===== config.mk =====
export PLATFORM = sky130hd
export DESIGN_NAME = sd_card_spi_host_sequencer
export DESIGN_NICKNAME = d
export VERILOG_FILES = /design/src/hdl/sdspi_pkg.sv /design/src/hdl/sdspi_cfg_regs.sv /design/src/hdl/sdspi_core.sv /design/src/hdl/sd_card_spi_host_sequencer.sv
export SDC_FILE = /design/constraint.sdc
export NUM_CORES = 1
export LEC_CHECK = 0
export BUFFER_PORTS_ARGS = -buffer_cell sky130_fd_sc_hd__buf_2
export CAP_MARGIN = 40
export CORE_ASPECT_RATIO = 1.75
export CORE_MARGIN = 8
export CORE_UTILIZATION = 50
export DETAILED_ROUTE_END_ITERATION = 6
export PLACE_DENSITY = 0.73
export SLEW_MARGIN = 10
export SYNTH_ARGS = -nofsm -noshare
export SYNTH_HDL_FRONTEND = slang
export SYNTH_SLANG_ARGS = --single-unit
export TNS_END_PERCENT = 10

===== constraint.sdc =====
create_clock -name i_clk -period 5.75 [get_ports i_clk]
set_input_delay 0.8625 -clock i_clk [delete_from_list [all_inputs] [get_ports i_clk]]
set_output_delay 0.8625 -clock i_clk [all_outputs]
set_load 0.05 [all_outputs]

===== src/hdl/sdspi_pkg.sv =====
// Package for the SD-card SPI host sequencer: item structs, operation and
// phase codes, configuration indexes and the default block size. No dependencies.
package sdspi_pkg;

    localparam int BLOCK_BYTES_DEF = 512;

    localparam logic [1:0] OP_INIT  = 2'd0;
    localparam logic [1:0] OP_READ  = 2'd1;
    localparam logic [1:0] OP_WRITE = 2'd2;
    localparam logic [1:0] OP_XCHG  = 2'd3;

    localparam logic [2:0] CFG_POLL    = 3'd0;
    localparam logic [2:0] CFG_IDLE    = 3'd1;
    localparam logic [2:0] CFG_HC      = 3'd2;
    localparam logic [2:0] CFG_INIT    = 3'd3;
    localparam logic [2:0] CFG_BLKLEN  = 3'd4;
    localparam logic [2:0] CFG_PROTECT = 3'd5;

    typedef enum logic [5:0] {
        PH_IDLE = 6'd0, PH_CMD0 = 6'd1, PH_CMD8 = 6'd2, PH_V2_55 = 6'd3,
        PH_V2_41 = 6'd4, PH_CMD58 = 6'd5, PH_V1_55 = 6'd6, PH_V1_41 = 6'd7,
        PH_CMD1 = 6'd8, PH_CMD16 = 6'd9, PH_CMD17 = 6'd10, PH_CMD24 = 6'd11,
        PH_WAKE = 6'd20, PH_R7 = 6'd21, PH_R7_TAIL = 6'd22, PH_V1_GAP = 6'd23,
        PH_OCR = 6'd24, PH_OCR_TAIL = 6'd25, PH_DUMMY = 6'd26, PH_TOKEN = 6'd27,
        PH_RDATA = 6'd28, PH_RCRC = 6'd29, PH_RTAIL = 6'd30, PH_WPRE = 6'd31,
        PH_WTOKEN = 6'd32, PH_WDATA = 6'd33, PH_WCRC = 6'd34, PH_WRESP = 6'd35,
        PH_WBUSY = 6'd36
    } t_phase;

    typedef struct packed {
        logic [1:0]  operation;
        logic [31:0] sector;
        logic [7:0]  rx_byte;
        logic [7:0]  write_byte;
    } t_in_item;

    typedef struct packed {
        logic [7:0] tx_byte;
        logic       tx_valid;
        logic       chip_select;
        logic [7:0] data_byte;
        logic       data_valid;
        logic       write_request;
        logic       done_res;
        logic [7:0] result_byte;
        logic [1:0] card_type;
        logic       busy_res;
    } t_out_item;

    typedef struct packed {
        logic [7:0] poll_limit;
        logic [7:0] idle_limit;
        logic [7:0] hc_limit;
        logic [7:0] init_limit;
        logic [7:0] blklen_limit;
        logic       protect;
    } t_cfg;

endpackage


===== src/hdl/sdspi_cfg_regs.sv =====
// Configuration register file of the SD-card SPI host sequencer.
// Depends on sdspi_pkg.
module sdspi_cfg_regs (
    input  logic               i_clk,
    input  logic               i_rst_n,
    input  logic               i_cfg_we,
    input  logic [2:0]         i_cfg_index,
    input  logic [7:0]         i_cfg_data,
    output sdspi_pkg::t_cfg    o_cfg
);
    sdspi_pkg::t_cfg r_cfg;

    // Registers reset to their documented defaults and take one write a cycle.
    always_ff @(posedge i_clk) begin
        if (!i_rst_n) begin
            r_cfg.poll_limit   <= 8'd10;
            r_cfg.idle_limit   <= 8'd10;
            r_cfg.hc_limit     <= 8'd50;
            r_cfg.init_limit   <= 8'd100;
            r_cfg.blklen_limit <= 8'd20;
            r_cfg.protect      <= 1'b1;
        end else if (i_cfg_we) begin
            case (i_cfg_index)
                sdspi_pkg::CFG_POLL:    r_cfg.poll_limit   <= i_cfg_data;
                sdspi_pkg::CFG_IDLE:    r_cfg.idle_limit   <= i_cfg_data;
                sdspi_pkg::CFG_HC:      r_cfg.hc_limit     <= i_cfg_data;
                sdspi_pkg::CFG_INIT:    r_cfg.init_limit   <= i_cfg_data;
                sdspi_pkg::CFG_BLKLEN:  r_cfg.blklen_limit <= i_cfg_data;
                sdspi_pkg::CFG_PROTECT: r_cfg.protect      <= i_cfg_data[0];
                default: ;
            endcase
        end
    end

    assign o_cfg = r_cfg;
endmodule


===== src/hdl/sdspi_core.sv =====
// Per-item sequencer step of the SD-card SPI host: state registers and
// the next-state and result logic. Depends on sdspi_pkg.
module sdspi_core #(
    parameter int BLOCK_BYTES = sdspi_pkg::BLOCK_BYTES_DEF
) (
    input  logic                  i_clk,
    input  logic                  i_rst_n,
    input  logic                  i_step,
    input  sdspi_pkg::t_in_item   i_item,
    input  sdspi_pkg::t_cfg       i_cfg,
    output sdspi_pkg::t_out_item  o_item
);
    sdspi_pkg::t_phase r_phase, n_phase;
    logic [2:0]  r_fpos, n_fpos;
    logic [9:0]  r_bcnt, n_bcnt;
    logic [7:0]  r_retry, n_retry;
    logic [7:0]  r_poll, n_poll;
    logic [5:0]  r_cidx, n_cidx;
    logic [31:0] r_carg, n_carg;
    logic [1:0]  r_ctype, n_ctype;
    logic [31:0] r_resp, n_resp;
    logic [7:0]  r_last, n_last;
    logic        r_sel, n_sel;
    sdspi_pkg::t_out_item o;

    logic [7:0]  rx;
    logic [31:0] addr;
    logic [7:0]  a;
    logic [7:0]  fb;
    logic [2:0]  fnext;
    logic [7:0]  poll_inc;
    logic [7:0]  retry_inc;
    logic [9:0]  bcnt_inc;
    logic        go_after;

    assign rx        = i_item.rx_byte;
    assign addr      = (r_ctype != 2'd3) ? {i_item.sector[22:0], 9'd0} : i_item.sector;
    assign fnext     = r_fpos + 3'd1;
    assign poll_inc  = r_poll + 8'd1;
    assign retry_inc = r_retry + 8'd1;
    assign bcnt_inc  = r_bcnt + 10'd1;

    // Next frame byte: argument bytes MSB first, then the CRC byte.
    always_comb begin
        case (fnext)
            3'd1: fb = r_carg[31:24];
            3'd2: fb = r_carg[23:16];
            3'd3: fb = r_carg[15:8];
            3'd4: fb = r_carg[7:0];
            default: fb = (r_cidx == 6'd0) ? 8'h95 : (r_cidx == 6'd8) ? 8'h87 : 8'h01;
        endcase
    end

    // Next state and result for one item.
    always_comb begin
        n_phase = r_phase; n_fpos = r_fpos; n_bcnt = r_bcnt; n_retry = r_retry;
        n_poll = r_poll; n_cidx = r_cidx; n_carg = r_carg; n_ctype = r_ctype;
        n_resp = r_resp; n_last = r_last; n_sel = r_sel;
        o = '0;
        o.chip_select = r_sel;
        a = rx;
        go_after = 1'b0;

        case (i_item.operation)
            sdspi_pkg::OP_INIT: begin
                n_ctype = 2'd0; n_retry = '0; n_bcnt = '0;
                n_phase = sdspi_pkg::PH_WAKE;
                o.tx_byte = 8'hff; o.tx_valid = 1'b1; o.chip_select = 1'b0; n_sel = 1'b0;
            end
            sdspi_pkg::OP_READ: begin
                n_phase = sdspi_pkg::PH_CMD17; n_cidx = 6'd17; n_carg = addr;
                n_fpos = '0; n_poll = '0;
                o.tx_byte = 8'h51; o.tx_valid = 1'b1; o.chip_select = 1'b1; n_sel = 1'b1;
            end
            sdspi_pkg::OP_WRITE: begin
                if (i_cfg.protect && i_item.sector == 32'd0) begin
                    o.done_res = 1'b1; o.result_byte = 8'hff;
                    n_phase = sdspi_pkg::PH_IDLE;
                end else begin
                    n_phase = sdspi_pkg::PH_CMD24; n_cidx = 6'd24; n_carg = addr;
                    n_fpos = '0; n_poll = '0;
                    o.tx_byte = 8'h58; o.tx_valid = 1'b1; o.chip_select = 1'b1;
                    n_sel = 1'b1;
                end
            end
            default: begin
                // Command frame phases.
                if (r_phase >= sdspi_pkg::PH_CMD0 && r_phase <= sdspi_pkg::PH_CMD24) begin
                    if (r_fpos < 3'd5) begin
                        n_fpos = fnext;
                        o.tx_byte = fb; o.tx_valid = 1'b1; o.chip_select = 1'b1; n_sel = 1'b1;
                    end else if (r_fpos == 3'd5) begin
                        n_fpos = 3'd6; n_poll = '0;
                        o.tx_byte = 8'hff; o.tx_valid = 1'b1; o.chip_select = 1'b1;
                        n_sel = 1'b1;
                    end else if (r_fpos == 3'd6) begin
                        n_poll = poll_inc;
                        if (rx == 8'hff && poll_inc < i_cfg.poll_limit) begin
                            o.tx_byte = 8'hff; o.tx_valid = 1'b1; o.chip_select = 1'b1;
                            n_sel = 1'b1;
                        end else begin
                            n_last = rx;
                            if (r_cidx == 6'd8 || r_cidx == 6'd58) begin
                                go_after = 1'b1; a = rx;
                            end else begin
                                n_fpos = 3'd7;
                                o.tx_byte = 8'hff; o.tx_valid = 1'b1;
                                o.chip_select = 1'b0; n_sel = 1'b0;
                            end
                        end
                    end else begin
                        go_after = 1'b1; a = r_last;
                    end
                end else begin
                    case (r_phase)
                        sdspi_pkg::PH_WAKE: begin
                            n_bcnt = bcnt_inc;
                            if (bcnt_inc < 10'd10) begin
                                o.tx_byte = 8'hff; o.tx_valid = 1'b1;
                                o.chip_select = 1'b0; n_sel = 1'b0;
                            end else if (bcnt_inc < 10'd12) begin
                                o.tx_byte = 8'hff; o.tx_valid = 1'b1;
                                o.chip_select = 1'b1; n_sel = 1'b1;
                            end else begin
                                n_phase = sdspi_pkg::PH_CMD0; n_cidx = 6'd0; n_carg = '0;
                                n_fpos = '0; n_poll = '0;
                                o.tx_byte = 8'h40; o.tx_valid = 1'b1;
                                o.chip_select = 1'b1; n_sel = 1'b1;
                            end
                        end
                        sdspi_pkg::PH_R7, sdspi_pkg::PH_OCR: begin
                            n_resp = {r_resp[23:0], rx};
                            n_bcnt = bcnt_inc;
                            o.tx_byte = 8'hff; o.tx_valid = 1'b1;
                            if (bcnt_inc < 10'd4) begin
                                o.chip_select = 1'b1; n_sel = 1'b1;
                            end else begin
                                n_phase = (r_phase == sdspi_pkg::PH_R7) ?
                                    sdspi_pkg::PH_R7_TAIL : sdspi_pkg::PH_OCR_TAIL;
                                o.chip_select = 1'b0; n_sel = 1'b0;
                            end
                        end
                        sdspi_pkg::PH_R7_TAIL: begin
                            o.tx_valid = 1'b1;
                            if (r_resp[15:0] == 16'h01aa) begin
                                n_retry = '0; n_phase = sdspi_pkg::PH_V2_55; n_cidx = 6'd55;
                                n_carg = '0; n_fpos = '0; n_poll = '0;
                                o.tx_byte = 8'h77; o.chip_select = 1'b1; n_sel = 1'b1;
                            end else begin
                                n_phase = sdspi_pkg::PH_DUMMY;
                                o.tx_byte = 8'hff; o.chip_select = 1'b0; n_sel = 1'b0;
                            end
                        end
                        sdspi_pkg::PH_V1_GAP: begin
                            n_retry = '0; n_phase = sdspi_pkg::PH_V1_55; n_cidx = 6'd55;
                            n_carg = '0; n_fpos = '0; n_poll = '0;
                            o.tx_byte = 8'h77; o.tx_valid = 1'b1; o.chip_select = 1'b1;
                            n_sel = 1'b1;
                        end
                        sdspi_pkg::PH_OCR_TAIL: begin
                            n_ctype = r_resp[30] ? 2'd3 : 2'd2;
                            n_phase = sdspi_pkg::PH_DUMMY;
                            o.tx_byte = 8'hff; o.tx_valid = 1'b1; o.chip_select = 1'b0;
                            n_sel = 1'b0;
                        end
                        sdspi_pkg::PH_DUMMY: begin
                            if (r_ctype != 2'd3) begin
                                n_retry = '0; n_phase = sdspi_pkg::PH_CMD16; n_cidx = 6'd16;
                                n_carg = 32'h200; n_fpos = '0; n_poll = '0;
                                o.tx_byte = 8'h50; o.tx_valid = 1'b1;
                                o.chip_select = 1'b1; n_sel = 1'b1;
                            end else begin
                                o.done_res = 1'b1; o.result_byte = r_last;
                                n_phase = sdspi_pkg::PH_IDLE;
                            end
                        end
                        sdspi_pkg::PH_TOKEN: begin
                            if (rx == 8'hfe) begin
                                n_phase = sdspi_pkg::PH_RDATA; n_bcnt = '0;
                            end
                            o.tx_byte = 8'hff; o.tx_valid = 1'b1; o.chip_select = 1'b1;
                            n_sel = 1'b1;
                        end
                        sdspi_pkg::PH_RDATA: begin
                            o.data_byte = rx; o.data_valid = 1'b1;
                            n_bcnt = bcnt_inc;
                            if (bcnt_inc >= 10'(BLOCK_BYTES)) begin
                                n_phase = sdspi_pkg::PH_RCRC; n_bcnt = '0;
                            end
                            o.tx_byte = 8'hff; o.tx_valid = 1'b1; o.chip_select = 1'b1;
                            n_sel = 1'b1;
                        end
                        sdspi_pkg::PH_RCRC: begin
                            n_bcnt = bcnt_inc;
                            o.tx_byte = 8'hff; o.tx_valid = 1'b1;
                            if (bcnt_inc < 10'd2) begin
                                o.chip_select = 1'b1; n_sel = 1'b1;
                            end else begin
                                n_phase = sdspi_pkg::PH_RTAIL;
                                o.chip_select = 1'b0; n_sel = 1'b0;
                            end
                        end
                        sdspi_pkg::PH_RTAIL: begin
                            o.done_res = 1'b1; n_phase = sdspi_pkg::PH_IDLE;
                        end
                        sdspi_pkg::PH_WPRE: begin
                            n_bcnt = bcnt_inc;
                            o.tx_valid = 1'b1; o.chip_select = 1'b1; n_sel = 1'b1;
                            if (bcnt_inc < 10'd3) begin
                                o.tx_byte = 8'hff;
                            end else begin
                                n_phase = sdspi_pkg::PH_WTOKEN;
                                o.tx_byte = 8'hfe; o.write_request = 1'b1;
                            end
                        end
                        sdspi_pkg::PH_WTOKEN: begin
                            n_bcnt = '0; n_phase = sdspi_pkg::PH_WDATA;
                            o.tx_byte = i_item.write_byte; o.tx_valid = 1'b1;
                            o.chip_select = 1'b1; n_sel = 1'b1;
                            o.write_request = (BLOCK_BYTES > 1);
                        end
                        sdspi_pkg::PH_WDATA: begin
                            n_bcnt = bcnt_inc;
                            o.tx_valid = 1'b1; o.chip_select = 1'b1; n_sel = 1'b1;
                            if (bcnt_inc < 10'(BLOCK_BYTES)) begin
                                o.tx_byte = i_item.write_byte;
                                o.write_request = ({1'b0, bcnt_inc} + 11'd1) < 11'(BLOCK_BYTES);
                            end else begin
                                n_bcnt = '0; n_phase = sdspi_pkg::PH_WCRC;
                                o.tx_byte = 8'hff;
                            end
                        end
                        sdspi_pkg::PH_WCRC: begin
                            n_bcnt = bcnt_inc;
                            if (bcnt_inc >= 10'd2) n_phase = sdspi_pkg::PH_WRESP;
                            o.tx_byte = 8'hff; o.tx_valid = 1'b1; o.chip_select = 1'b1;
                            n_sel = 1'b1;
                        end
                        sdspi_pkg::PH_WRESP: begin
                            if (rx[4:0] != 5'h05) begin
                                o.done_res = 1'b1; o.result_byte = rx;
                                o.chip_select = 1'b0; n_sel = 1'b0;
                                n_phase = sdspi_pkg::PH_IDLE;
                            end else begin
                                n_phase = sdspi_pkg::PH_WBUSY;
                                o.tx_byte = 8'hff; o.tx_valid = 1'b1;
                                o.chip_select = 1'b1; n_sel = 1'b1;
                            end
                        end
                        sdspi_pkg::PH_WBUSY: begin
                            if (rx == 8'd0) begin
                                o.tx_byte = 8'hff; o.tx_valid = 1'b1;
                                o.chip_select = 1'b1; n_sel = 1'b1;
                            end else begin
                                o.done_res = 1'b1; o.chip_select = 1'b0; n_sel = 1'b0;
                                n_phase = sdspi_pkg::PH_IDLE;
                            end
                        end
                        default: n_phase = sdspi_pkg::PH_IDLE;
                    endcase
                end

                // Decision once a command response is in hand.
                if (go_after) begin
                    case (r_phase)
                        sdspi_pkg::PH_CMD0: begin
                            if (r_retry >= i_cfg.idle_limit) begin
                                o.done_res = 1'b1; o.result_byte = 8'd1;
                                n_phase = sdspi_pkg::PH_IDLE;
                            end else begin
                                n_retry = retry_inc;
                                n_fpos = '0; n_poll = '0;
                                o.tx_valid = 1'b1; o.chip_select = 1'b1; n_sel = 1'b1;
                                if (a == 8'd1) begin
                                    n_phase = sdspi_pkg::PH_CMD8; n_cidx = 6'd8;
                                    n_carg = 32'h1aa; o.tx_byte = 8'h48;
                                end else begin
                                    n_phase = sdspi_pkg::PH_CMD0; n_cidx = 6'd0;
                                    n_carg = '0; o.tx_byte = 8'h40;
                                end
                            end
                        end
                        sdspi_pkg::PH_CMD8: begin
                            o.tx_byte = 8'hff; o.tx_valid = 1'b1; o.chip_select = 1'b1;
                            n_sel = 1'b1;
                            if (a == 8'd1) begin
                                n_phase = sdspi_pkg::PH_R7; n_bcnt = '0; n_resp = '0;
                            end else if (a == 8'd5) begin
                                n_phase = sdspi_pkg::PH_V1_GAP;
                            end else begin
                                n_phase = sdspi_pkg::PH_DUMMY;
                            end
                        end
                        sdspi_pkg::PH_V2_55: begin
                            if (a != 8'd1) begin
                                o.done_res = 1'b1; o.result_byte = a;
                                n_phase = sdspi_pkg::PH_IDLE;
                            end else begin
                                n_phase = sdspi_pkg::PH_V2_41; n_cidx = 6'd41;
                                n_carg = 32'h4000_0000; n_fpos = '0; n_poll = '0;
                                o.tx_byte = 8'h69; o.tx_valid = 1'b1;
                                o.chip_select = 1'b1; n_sel = 1'b1;
                            end
                        end
                        sdspi_pkg::PH_V2_41: begin
                            if (r_retry >= i_cfg.hc_limit) begin
                                o.done_res = 1'b1; o.result_byte = a;
                                n_phase = sdspi_pkg::PH_IDLE;
                            end else begin
                                n_retry = retry_inc; n_carg = '0; n_fpos = '0; n_poll = '0;
                                o.tx_valid = 1'b1; o.chip_select = 1'b1; n_sel = 1'b1;
                                if (a != 8'd0) begin
                                    n_phase = sdspi_pkg::PH_V2_55; n_cidx = 6'd55;
                                    o.tx_byte = 8'h77;
                                end else begin
                                    n_phase = sdspi_pkg::PH_CMD58; n_cidx = 6'd58;
                                    o.tx_byte = 8'h7a;
                                end
                            end
                        end
                        sdspi_pkg::PH_CMD58: begin
                            if (a != 8'd0) begin
                                o.done_res = 1'b1; o.result_byte = a;
                                n_phase = sdspi_pkg::PH_IDLE;
                            end else begin
                                n_phase = sdspi_pkg::PH_OCR; n_bcnt = '0; n_resp = '0;
                                o.tx_byte = 8'hff; o.tx_valid = 1'b1;
                                o.chip_select = 1'b1; n_sel = 1'b1;
                            end
                        end
                        sdspi_pkg::PH_V1_55: begin
                            if (a != 8'd1) begin
                                o.done_res = 1'b1; o.result_byte = a;
                                n_phase = sdspi_pkg::PH_IDLE;
                            end else begin
                                n_phase = sdspi_pkg::PH_V1_41; n_cidx = 6'd41;
                                n_carg = '0; n_fpos = '0; n_poll = '0;
                                o.tx_byte = 8'h69; o.tx_valid = 1'b1;
                                o.chip_select = 1'b1; n_sel = 1'b1;
                            end
                        end
                        sdspi_pkg::PH_V1_41: begin
                            n_retry = retry_inc;
                            o.tx_valid = 1'b1;
                            if (a != 8'd0 && retry_inc < i_cfg.init_limit) begin
                                n_phase = sdspi_pkg::PH_V1_55; n_cidx = 6'd55;
                                n_carg = '0; n_fpos = '0; n_poll = '0;
                                o.tx_byte = 8'h77; o.chip_select = 1'b1; n_sel = 1'b1;
                            end else if (retry_inc >= i_cfg.init_limit) begin
                                n_retry = '0; n_phase = sdspi_pkg::PH_CMD1; n_cidx = 6'd1;
                                n_carg = '0; n_fpos = '0; n_poll = '0;
                                o.tx_byte = 8'h41; o.chip_select = 1'b1; n_sel = 1'b1;
                            end else begin
                                n_ctype = 2'd1; n_phase = sdspi_pkg::PH_DUMMY;
                                o.tx_byte = 8'hff; o.chip_select = 1'b0; n_sel = 1'b0;
                            end
                        end
                        sdspi_pkg::PH_CMD1: begin
                            n_retry = retry_inc;
                            if (a != 8'd0 && retry_inc < i_cfg.init_limit) begin
                                n_phase = sdspi_pkg::PH_CMD1; n_cidx = 6'd1;
                                n_carg = '0; n_fpos = '0; n_poll = '0;
                                o.tx_byte = 8'h41; o.tx_valid = 1'b1;
                                o.chip_select = 1'b1; n_sel = 1'b1;
                            end else if (retry_inc >= i_cfg.init_limit) begin
                                o.done_res = 1'b1; o.result_byte = 8'd1;
                                n_phase = sdspi_pkg::PH_IDLE;
                            end else begin
                                n_ctype = 2'd0; n_phase = sdspi_pkg::PH_DUMMY;
                                o.tx_byte = 8'hff; o.tx_valid = 1'b1;
                                o.chip_select = 1'b0; n_sel = 1'b0;
                            end
                        end
                        sdspi_pkg::PH_CMD16: begin
                            n_retry = retry_inc;
                            if (a != 8'd0 && retry_inc < i_cfg.blklen_limit) begin
                                n_phase = sdspi_pkg::PH_CMD16; n_cidx = 6'd16;
                                n_carg = 32'h200; n_fpos = '0; n_poll = '0;
                                o.tx_byte = 8'h50; o.tx_valid = 1'b1;
                                o.chip_select = 1'b1; n_sel = 1'b1;
                            end else begin
                                o.done_res = 1'b1; o.result_byte = a;
                                n_phase = sdspi_pkg::PH_IDLE;
                            end
                        end
                        sdspi_pkg::PH_CMD17: begin
                            if (a != 8'd0) begin
                                o.done_res = 1'b1; o.result_byte = a;
                                n_phase = sdspi_pkg::PH_IDLE;
                            end else begin
                                n_phase = sdspi_pkg::PH_TOKEN;
                                o.tx_byte = 8'hff; o.tx_valid = 1'b1;
                                o.chip_select = 1'b1; n_sel = 1'b1;
                            end
                        end
                        default: begin
                            if (a != 8'd0) begin
                                o.done_res = 1'b1; o.result_byte = a;
                                n_phase = sdspi_pkg::PH_IDLE;
                            end else begin
                                n_phase = sdspi_pkg::PH_WPRE; n_bcnt = '0;
                                o.tx_byte = 8'hff; o.tx_valid = 1'b1;
                                o.chip_select = 1'b1; n_sel = 1'b1;
                            end
                        end
                    endcase
                end
            end
        endcase
        o.busy_res  = o.tx_valid;
        o.card_type = n_ctype;
    end

    // State update on each accepted item.
    always_ff @(posedge i_clk) begin
        if (!i_rst_n) begin
            r_phase <= sdspi_pkg::PH_IDLE;
            r_fpos <= '0; r_bcnt <= '0; r_retry <= '0; r_poll <= '0;
            r_cidx <= '0; r_carg <= '0; r_ctype <= '0; r_resp <= '0;
            r_last <= '0; r_sel <= 1'b0;
        end else if (i_step) begin
            r_phase <= n_phase;
            r_fpos <= n_fpos; r_bcnt <= n_bcnt; r_retry <= n_retry; r_poll <= n_poll;
            r_cidx <= n_cidx; r_carg <= n_carg; r_ctype <= n_ctype; r_resp <= n_resp;
            r_last <= n_last; r_sel <= n_sel;
        end
    end

    assign o_item = o;
endmodule


===== src/hdl/sd_card_spi_host_sequencer.sv =====
// Top level of the SD-card SPI host sequencer: input register, step logic
// and result register. Depends on sdspi_pkg, sdspi_cfg_regs and sdspi_core.
//
//  Channel  | Handshake                  | Payload
//  ---------+----------------------------+------------------
//  input    | i_in_valid / o_in_stall    | i_in_item
//  result   | o_out_valid / i_out_stall  | o_out_item
//  config   | i_cfg_we                   | i_cfg_index, i_cfg_data
//
// Each item passes the input register, then the result register; one item
// a cycle is sustained while the result is not stalled. The item register
// is taken whenever it is empty or moves on to the result register in the
// same cycle. Reset is synchronous and empties both registers and returns
// to idle. A stalled result holds and back-pressures the input register.
module sd_card_spi_host_sequencer #(
    parameter int BLOCK_BYTES = sdspi_pkg::BLOCK_BYTES_DEF
) (
    input  logic                  i_clk,
    input  logic                  i_rst_n,
    input  logic                  i_in_valid,
    output logic                  o_in_stall,
    input  sdspi_pkg::t_in_item   i_in_item,
    output logic                  o_out_valid,
    input  logic                  i_out_stall,
    output sdspi_pkg::t_out_item  o_out_item,
    input  logic                  i_cfg_we,
    input  logic [2:0]            i_cfg_index,
    input  logic [7:0]            i_cfg_data
);
    sdspi_pkg::t_cfg      cfg;
    sdspi_pkg::t_in_item  r_item;
    logic                 r_item_v;
    sdspi_pkg::t_out_item r_res, step_res;
    logic                 r_res_v;
    logic                 res_free, step, in_take;

    assign res_free   = !r_res_v || !i_out_stall;
    assign step       = r_item_v && res_free;
    assign o_in_stall = r_item_v && !res_free;
    assign in_take    = i_in_valid && !o_in_stall;

    sdspi_cfg_regs u_cfg (
        .i_clk, .i_rst_n, .i_cfg_we, .i_cfg_index, .i_cfg_data, .o_cfg(cfg)
    );

    sdspi_core #(.BLOCK_BYTES(BLOCK_BYTES)) u_core (
        .i_clk, .i_rst_n, .i_step(step), .i_item(r_item), .i_cfg(cfg),
        .o_item(step_res)
    );

    // Input item register.
    always_ff @(posedge i_clk) begin
        if (!i_rst_n) begin
            r_item_v <= 1'b0;
        end else if (in_take) begin
            r_item_v <= 1'b1;
        end else if (step) begin
            r_item_v <= 1'b0;
        end
    end

    always_ff @(posedge i_clk) begin
        if (in_take) r_item <= i_in_item;
    end

    // Result register.
    always_ff @(posedge i_clk) begin
        if (!i_rst_n) begin
            r_res_v <= 1'b0;
        end else if (res_free) begin
            r_res_v <= step;
        end
    end

    always_ff @(posedge i_clk) begin
        if (step) r_res <= step_res;
    end

    assign o_out_valid = r_res_v;
    assign o_out_item  = r_res;
endmodule


After elaboration in Yosys (flattened, before gate mapping)
Index checks and enable logic that the tools add are counted.
{"block": "word_totals", "ff_bits": 240, "latchBits": 0, "ram_bits": 0, "mem_bits_ro": 0, "out_inout_bits": 34, "memories": 0}
{"block": "op_classes", "addsub": 5, "multipliers": 0, "div_mod_pow": 0, "order_cmp": 18, "n_eq_ne": 62, "shift": 0, "n_mux": 249, "n_bitwise": 7, "reduce_logical": 46}
{"op": "2-to-1 mux 32 bit", "n": 21}
{"op": "2-to-1 mux 8 bit", "n": 36}
{"op": "2-to-1 mux 10 bit", "n": 23}
{"op": "one-hot mux 32 bit (7 select lines)", "n": 1}
{"op": "2-to-1 mux 6 bit", "n": 32}
{"op": "2-to-1 mux 9 bit", "n": 17}
{"op": "one-hot mux 10 bit (13 select lines)", "n": 1}
{"op": "one-hot mux 32 bit (4 select lines)", "n": 1}
{"op": "one-hot mux 32 bit (3 select lines)", "n": 1}
{"op": "one-hot mux 8 bit (4 select lines)", "n": 3}
{"op": "one-hot mux 6 bit (15 select lines)", "n": 1}
{"op": "== test 6 x 5 -> 1 bit (second input constant)", "n": 12}
{"op": "one-hot mux 10 bit (7 select lines)", "n": 1}
{"op": "2-to-1 mux 3 bit", "n": 22}
{"op": "one-hot mux 32 bit (2 select lines)", "n": 1}
{"op": "one-hot mux 6 bit (10 select lines)", "n": 1}
{"op": "one-hot mux 9 bit (6 select lines)", "n": 1}
{"op": "one-hot mux 10 bit (5 select lines)", "n": 1}
{"op": "one-hot mux 8 bit (3 select lines)", "n": 2}
{"op": "one-hot mux 8 bit (6 select lines)", "n": 1}
{"op": "!= test 6 bit (second input constant)", "n": 7}
{"op": "one-hot mux 10 bit (2 select lines)", "n": 2}
{"op": "2-to-1 mux 1 bit", "n": 39}
{"op": "== test 6 bit (second input constant)", "n": 6}
{"op": "73 further kinds", "n": 154}

Logic depth before layout (Yosys ltp)
Gate-level depths: netlist of run 1.
{"block": "logic_depth", "ltp_word": 13, "mapped_depth": 15, "ltp_nobuf": 13}

By module
A second synthesis of run 1 with hierarchy kept.
{"block": "hier_totals", "hier_cells": 1454, "hier_area_um2": 13264.0}
{"mod": "sdspi_core", "n_inst": 1, "cells_per_inst": 1207, "area_each_um2": 9096.2, "seq_area_each_um2": 2042.0}
{"mod": "sd_card_spi_host_sequencer", "n_inst": 1, "cells_per_inst": 90, "area_each_um2": 2546.2, "seq_area_each_um2": 2502.4}
{"mod": "sdspi_cfg_regs", "n_inst": 1, "cells_per_inst": 157, "area_each_um2": 1621.6, "seq_area_each_um2": 820.8}

Least setup slack after synthesis of run 1
No wires, ideal clock.
{"block": "synth_path", "path_type": "input to register", "start": "input i_out_stall", "end": "register r_item[0] (netlist bit) (enable)", "setup_time_ns": 0.463, "t_arrival_ns": 3.526, "t_required_ns": 5.287, "path_slack_ns": 1.761, "path_stages": 2, "n_path_buf": 0, "cell_sequence": "and3_1 > nor2b_1"}
{"block": "synth_between", "elab_chain_len": 6}
{"element": "start, declared", "line_no": "sd_card_spi_host_sequencer.sv:24", "rtl": "input logic i_out_stall,"}
{"element": "zero test 1 bit", "line_no": "sd_card_spi_host_sequencer.sv:37", "rtl": "assign res_free = !r_res_v || !i_out_stall;"}
{"element": "logical OR 1 bit", "line_no": "sd_card_spi_host_sequencer.sv:37"}
{"element": "zero test 1 bit", "line_no": "sd_card_spi_host_sequencer.sv:39", "rtl": "assign o_in_stall = r_item_v && !res_free;"}
{"element": "logical AND 1 bit", "line_no": "sd_card_spi_host_sequencer.sv:39"}
{"element": "zero test 1 bit", "line_no": "sd_card_spi_host_sequencer.sv:40", "rtl": "assign in_take = i_in_valid && !o_in_stall;"}
{"element": "logical AND 1 bit", "line_no": "sd_card_spi_host_sequencer.sv:40"}
{"element": "via in_take", "line_no": "sd_card_spi_host_sequencer.sv:35", "rtl": "logic res_free, step, in_take;"}
{"element": "end signal, assigned", "line_no": "sd_card_spi_host_sequencer.sv:63", "rtl": "if (in_take) r_item <= i_in_item;"}
{"element": "end, declared", "line_no": "sd_card_spi_host_sequencer.sv:31", "rtl": "sdspi_pkg::t_in_item r_item;"}
The timed path passes the listed nets, and every way through them passes these cells.
A chain may end at the register's enable or synchronous reset.

==> results.py, run 1 <==
metrics = {
    "floorplan": {
        "fp.dieW_um": 138,
        "rows": 78,
        "ios": 100,
        "die_y_um": 229,
        "core-area_sq_um": 25700,
        "initial_core_util_pct": 50.4,
        "die_area_sq_um": 31500,
    },
    "timing": {
        "fin_tns_setup_ns": 0,
        "maxSlewViolCount": 0,
        "whs_ns": 0.456,
        "relSlewSlack_pct": 34.6,
        "rsz0062_at_grt": "no",
        "worst_slew_pin_slew_ns": 0.972,
        "min_period_over_period_pct": 78.0,
        "fmax_mhz": 223,
        "setup_viol": 0,
        "hold_viol": 0,
        "period_needed_ns": 4.48,
        "skew_ns": 0.0177,
    },
    "final_layout": {
        "mostFrequentLayoutCells": "nand2_1 (201), dfxtp_1 (145), a21oi_1 (113), nor2_1 (107), buf_2 (103)",
        "nFillCells": 2352,
        "ff_latch_area_sq_um": 5340,
        "multi_input_area_sq_um": 7090,
        "final_common_cell": "nand2_1",
        "area_growth_pct": 12.7,
        "final_nets": 1701,
        "drive_above_1_share_pct": 12.6,
    },
    "clock_network": {
        "cts_sinks": 226,
        "post_cts_resized": 0,
        "cts_tree": "built",
        "cts.clk_slew.worst_paths_ns": 0.06,
        "clk_latency_ns": 0.55,
        "numCtsBuffers": 23,
        "post_cts_buffers": 0,
        "h-tree-depth": 1,
        "cts-root-buf": "clkbuf_16",
        "cts_buffer_depth": 3,
        "holdBufCountCts": 0,
    },
    "worst_setup_path": {
        "path_class": "reg2reg",
        "arrival_ns": 4.77,
        "critPathMaxStageDelay_ns": 0.83,
        "path_cells": "or4_1 -> nor2_1 -> o21ai_0 -> a211oi_2 -> o32ai_1 -> nor4_1 -> o22ai_1 -> a21boi_0",
        "cp.buffers_inverters": 0,
        "cp_max_fo": 9,
        "worst_ep_required_time_ns": 6.04,
        "cp_slowest_cell": "nor4_1",
        "cp_top_family": "simple AND/OR/NAND/NOR gates",
        "worstSetupEndpointType": "register",
        "critPathLaunchType": "register",
    },
    "placement": {
        "io_buffers": 99,
        "hpwlAfterDp_mm": 36.7,
        "gp_congestion": 1.02,
    },
    "hold_path": {
        "min_path_type": "reg2reg",
    },
    "pwr": {
        "ir_drop_mv": 0.361,
        "power.leakage_nw": 5.39,
        "p_per_area_nw_per_um2": 256,
    },
    "synthesis": {
        "synth-edff-count": 81,
        "seq_area_frac_synth_pct": 41.2,
        "yosys_register_bits": 226,
        "yosys_most_used_dff": "dfxtp_1",
        "netlist_area_sq_um": 12900,
        "synth_cell_types": 83,
        "synth_cells": 1499,
        "synth.avg_cell_area_sq_um": 8.64,
        "synth_nets": 1618,
        "async_reset_ff_share_pct": 0,
        "yosysWarnings": 0,
    },
    "drt": {
        "drt-initial-drc-count": 1578,
        "wl_mm": 49.2,
        "viasPerCell": 6.71,
        "ant_nets": 0,
        "route.detailed.wl_per_inst_um": 25.6,
        "vias": 12900,
        "drc": 8,
        "dr.pass1.iters": 7,
    },
    "job": {
        "maxCapViolCount": 0,
    },
    "grt": {
        "grt_pass1_wl_mm": 74.7,
        "antenna_found_initial": 1,
        "track_usage_pct": 31.0,
        "grt-ovfl-total": 0,
        "first_global_vias": 12800,
        "grt_max_degree": 51,
    },
    "outcome": {
        "violations": "DRC",
        "status": "finished, violations left",
    },
}
==> synth_stat cells (all sizes together), types with 11 or more instances <==
library cell  number  area (sq um)
o22ai             14          87.6
nor2b             15          93.8
nand4             21           131
clkbuf            69           259
inv               56           210
a31oi             25           156
or3               12          75.1
o21a              11          82.6
and3              23           144
nand3             53           265
nor2             107           402
a22o              15           131
nor3              34           170
a22oi             27           203
nand2            201           754
dfxtp            145          2900
o2bb2ai           25           219
o21ai             82           410
mux2i             34           340
a21o              17           128
edfxtp            81          2430
nor4              24           165
o31ai             14           105
a21oi            114           574
a211oi            11          87.6
nand2b            15          93.8
ha                53           663
and2              16           100
o211ai            23           173
==> worst paths after layout <==
check                                    start                            to  slack, ns  cells past startpoint
setup / recovery           r_item[8]$_DFFE_PP_      o_out_item[22]$_DFFE_PP_       1.27                      8
hold reg to reg   u_cfg.o_cfg[35]$_SDFFE_PN0P_  u_cfg.o_cfg[35]$_SDFFE_PN0P_       0.46                      2
hold / removal    u_cfg.o_cfg[35]$_SDFFE_PN0P_  u_cfg.o_cfg[35]$_SDFFE_PN0P_       0.46                      2
setup reg to reg           r_item[8]$_DFFE_PP_      o_out_item[22]$_DFFE_PP_       1.27                      8
==> sequential cells by signal, indices dropped and copies added, names as in the netlist <==
name and cells:
u_core.r_bcnt 10, u_core.r_last 8, u_core.r_fpos 3, u_core.r_retry 8, r_item_v 1, r_item 50, o_out_item 31, u_core.r_carg 32
u_core.r_sel 1, u_core.r_poll 8, u_core.r_phase 6, o_out_valid 1, u_cfg.o_cfg 41, u_core.r_cidx 6, u_core.r_resp 18, u_core.r_ctype 2
==> layout make-up <==
cell class	instances	area share [%]
multi-input cells	1135	48.6
well taps	320	2.74
clock inverters	11	0.806
diodes	1	0.0171
inverters	59	1.52
repair buffers	137	5.31
clock buffers	31	4.43
flip-flops and latches	226	36.6
==> power by group <==
group,switching [mW],internal [mW],leakage [nW]
clock,0.666,0.884,0.371
combinational,0.303,0.120,3.06
sequential,0.0495,1.71,1.95
==> logic make-up after synthesis <==
logic type	after synthesis	synth area share [%]
simple gates	573	21.8
compound gates	462	24.3
flops	226	41.2
buf+inv	138	4.08
fa+ha+maj	53	5.12
mux	35	2.72
xor+xnor	12	0.812
==> worst reg2reg max path, stage by stage, from the launching register on <==
cell	delay (ns)
edfxtp_1	0.67
or4_1	0.64
nor2_1	0.47
o21ai_0	0.34
a211oi_2	0.60
o32ai_1	0.21
nor4_1	0.83
o22ai_1	0.27
a21boi_0	0.20
==> metal layers <==
layer  GRT usage (%)  vias to the layer above  part of all wire, %
met1            34.1                     6081                   35
met3            4.62                      246                  7.6
met5               0                        -                    0
met4            23.3                        0                  8.6
li1                -                     5803                    -
met2            51.8                      750                   49
==> metrics by stage <==
step,instance area (sq um),cells,power [mW],util [%],worst slack (ns)
2_1_floorplan,12900,1499,2.03,-,1.76
3_3_place_gp,13800,1869,2.20,53.7,1.44
3_5_place_dp,13800,1876,2.20,53.8,1.42
4_1_cts,14600,1918,3.74,56.8,1.39
5_1_grt,14600,1919,3.84,56.8,1.14
6_report,14600,1920,3.74,56.8,1.27
Note: power is estimated with default switching activity, not from simulation.
==> inputs of run 2 (changes only) <==
clock period = 4.45 ns   (was 5.75 ns; I/O delays follow)
==> run 2 against run 1 <==
The run now ends clean; sequential share of layout area shrank 0.60 points; worst hold slack lost 0.17 ns; clock skew is 0.0019 ns higher; critical endpoint is now o_out_item[30]$_DFFE_PP_.
==> results.py, run 2 (same netlist as run 1, synthesis figures left out) <==
metrics = {
    "pwr": {
        "fin_total_pwr_mw": 4.76,
        "ir_drop_mv": 0.332,
        "p_per_area_nw_per_um2": 321,
        "power.leakage_nw": 5.55,
    },
    "clock_network": {
        "h-tree-depth": 1,
        "cts_sinks": 226,
        "holdBufCountCts": 0,
        "cts_tree": "built",
        "numCtsBuffers": 22,
        "cts_buffer_depth": 3,
        "clk_latency_ns": 0.55,
        "cts-root-buf": "clkbuf_16",
        "cts.clk_slew.worst_paths_ns": 0.07,
    },
    "worst_setup_path": {
        "cp_top_family": "compound AO/OA/AOI/OAI gates",
        "cp.buffers_inverters": 1,
        "arrival_ns": 4.41,
        "cp_max_fo": 7,
        "worst_ep_required_time_ns": 4.74,
        "path_class": "reg2reg",
        "critPathMaxStageDelay_ns": 0.62,
        "reg2reg_slack_ns": 0.33,
        "crit_start": "u_core.r_retry[0]$_SDFFE_PN0P_",
        "worstSetupEndpointType": "register",
        "critPathMostFrequentCell": "ha_1",
        "path_cells": "ha_1 -> nand3_1 -> and2_1 -> or2_2 -> ha_1 -> nand4_1 -> a31oi_1 -> nand2b_1 -> nand2_1 -> a2111oi_0 -> buf_4 -> o21ai_1 -> o32a_1",
        "r2r-end": "o_out_item[30]$_DFFE_PP_",
        "critPathLaunchType": "register",
        "cp_slowest_cell": "a2111oi_0",
        "r2r_start": "u_core.r_retry[0]$_SDFFE_PN0P_",
        "cp.depth": 13,
        "reg2reg_depth": 13,
    },
    "timing": {
        "fin_tns_setup_ns": 0,
        "worst_slew_pin_slew_ns": 0.899,
        "fmax_mhz": 243,
        "setup_viol": 0,
        "period_needed_ns": 4.12,
        "skew_ns": 0.0196,
        "rsz0062_at_grt": "no",
        "hold_viol": 0,
        "fin_ws_ns": 0.326,
        "maxSlewViolCount": 0,
        "relSlewSlack_pct": 40.0,
        "min_period_over_period_pct": 92.7,
    },
    "drt": {
        "wl_mm": 50.3,
        "viasPerCell": 6.67,
        "route.detailed.wl_per_inst_um": 25.7,
        "ant_nets": 0,
        "dr.pass1.iters": 6,
        "vias": 13000,
        "drc": 0,
        "drt-initial-drc-count": 1507,
    },
    "placement": {
        "gp_congestion": 1.07,
        "post-place-ws_ns": 0.405,
        "io_buffers": 99,
        "place_area_sq_um": 14100,
        "hpwlAfterDp_mm": 38.0,
    },
    "hold_path": {
        "min_path_type": "in2reg",
        "hold_start": "i_in_item[38]",
        "holdPathEnd": "r_item[38]$_DFFE_PP_",
        "min_path_cells": 1,
    },
    "final_layout": {
        "mostFrequentLayoutCells": "nand2_1 (201), dfxtp_1 (145), a21oi_1 (113), nor2_1 (107), buf_2 (103)",
        "largest_reg_flops": 50,
        "fin_area_sq_um": 14800,
        "regMostFlops": "r_item",
        "final_nets": 1738,
        "drive_above_1_share_pct": 14.5,
        "area_growth_pct": 14.6,
        "post-route-util_pct": 57.8,
        "final_common_cell": "nand2_1",
    },
    "floorplan": {
        "rows": 78,
        "fp.dieW_um": 138,
        "initial_core_util_pct": 50.4,
        "die_y_um": 229,
        "ios": 100,
        "core-area_sq_um": 25700,
        "die_area_sq_um": 31500,
    },
    "grt": {
        "grt_pass1_wl_mm": 75.3,
        "grtUsageMet2_pct": 52.9,
        "antenna_found_initial": 0,
        "grt-ovfl-total": 0,
        "first_global_vias": 12600,
        "grt_use_met3_pct": 6.14,
        "grt.met1_usage_pct": 33.9,
        "busiest_layer": "met2",
        "grt_max_degree": 52,
        "track_usage_pct": 31.5,
    },
    "job": {
        "maxCapViolCount": 0,
    },
    "outcome": {
        "status": "completed",
    },
}
-- run 2: per-stage QoR --
stage               hold slack (ns)  cells
floorplan                     0.431   1499
global placement              0.443   1911
detailed placement            0.450   1915
CTS                           0.292   1954
global route                  0.282   1954
finish                        0.288   1955
-- run 2: worst reg2reg max path, stage by stage (launching register included) --
cell and delay [ns]:
dfxtp_1 0.48, ha_1 0.25, nand3_1 0.13, and2_1 0.20
or2_2 0.32, ha_1 0.29, nand4_1 0.13, a31oi_1 0.28
nand2b_1 0.36, nand2_1 0.14, a2111oi_0 0.62, buf_4 0.22
o21ai_1 0.07, o32a_1 0.38
-- run 2: worst max path at each step --
stage                               endpoint  slack [ns]
2_1_floorplan            r_item[0]$_DFFE_PP_        0.66
3_3_place_gp   u_core.r_carg[6]$_SDFFE_PN0P_        0.50
3_5_place_dp         o_out_item[7]$_DFFE_PP_        0.40
4_1_cts              o_out_item[7]$_DFFE_PP_        0.39
5_1_grt             o_out_item[27]$_DFFE_PP_        0.06
6_report            o_out_item[30]$_DFFE_PP_        0.33
-- run 2: cell type report --
type	instances	area, sq um
clock inverters	12	101
multi-input cells	1135	7090
well taps	320	400
clock buffers	27	622
repair buffers	175	1060
inverters	59	221
fillers	2318	10800
diodes	1	2.50
flip-flops and latches	226	5340
-- run 2: power by group --
group          total [mW]  switching [mW]  internal, mW
sequential           2.26          0.0477          2.21
combinational       0.578           0.406         0.172
clock                1.92           0.859          1.06
total                4.76            1.31          3.45
-- run 2: timing repair --
item | 4_1_cts | 5_1_grt
gates resized for setup | 0 | 1
setup buffers | 0 | 0
endpoints found under the setup margin | 0 | 1
-- run 2: routing by layer --
metal	wire length, um	vias to the layer above
met1	17400	6189
met2	25200	739
met5	0	-
met3	3750	221
met4	3950	0
li1	-	5891
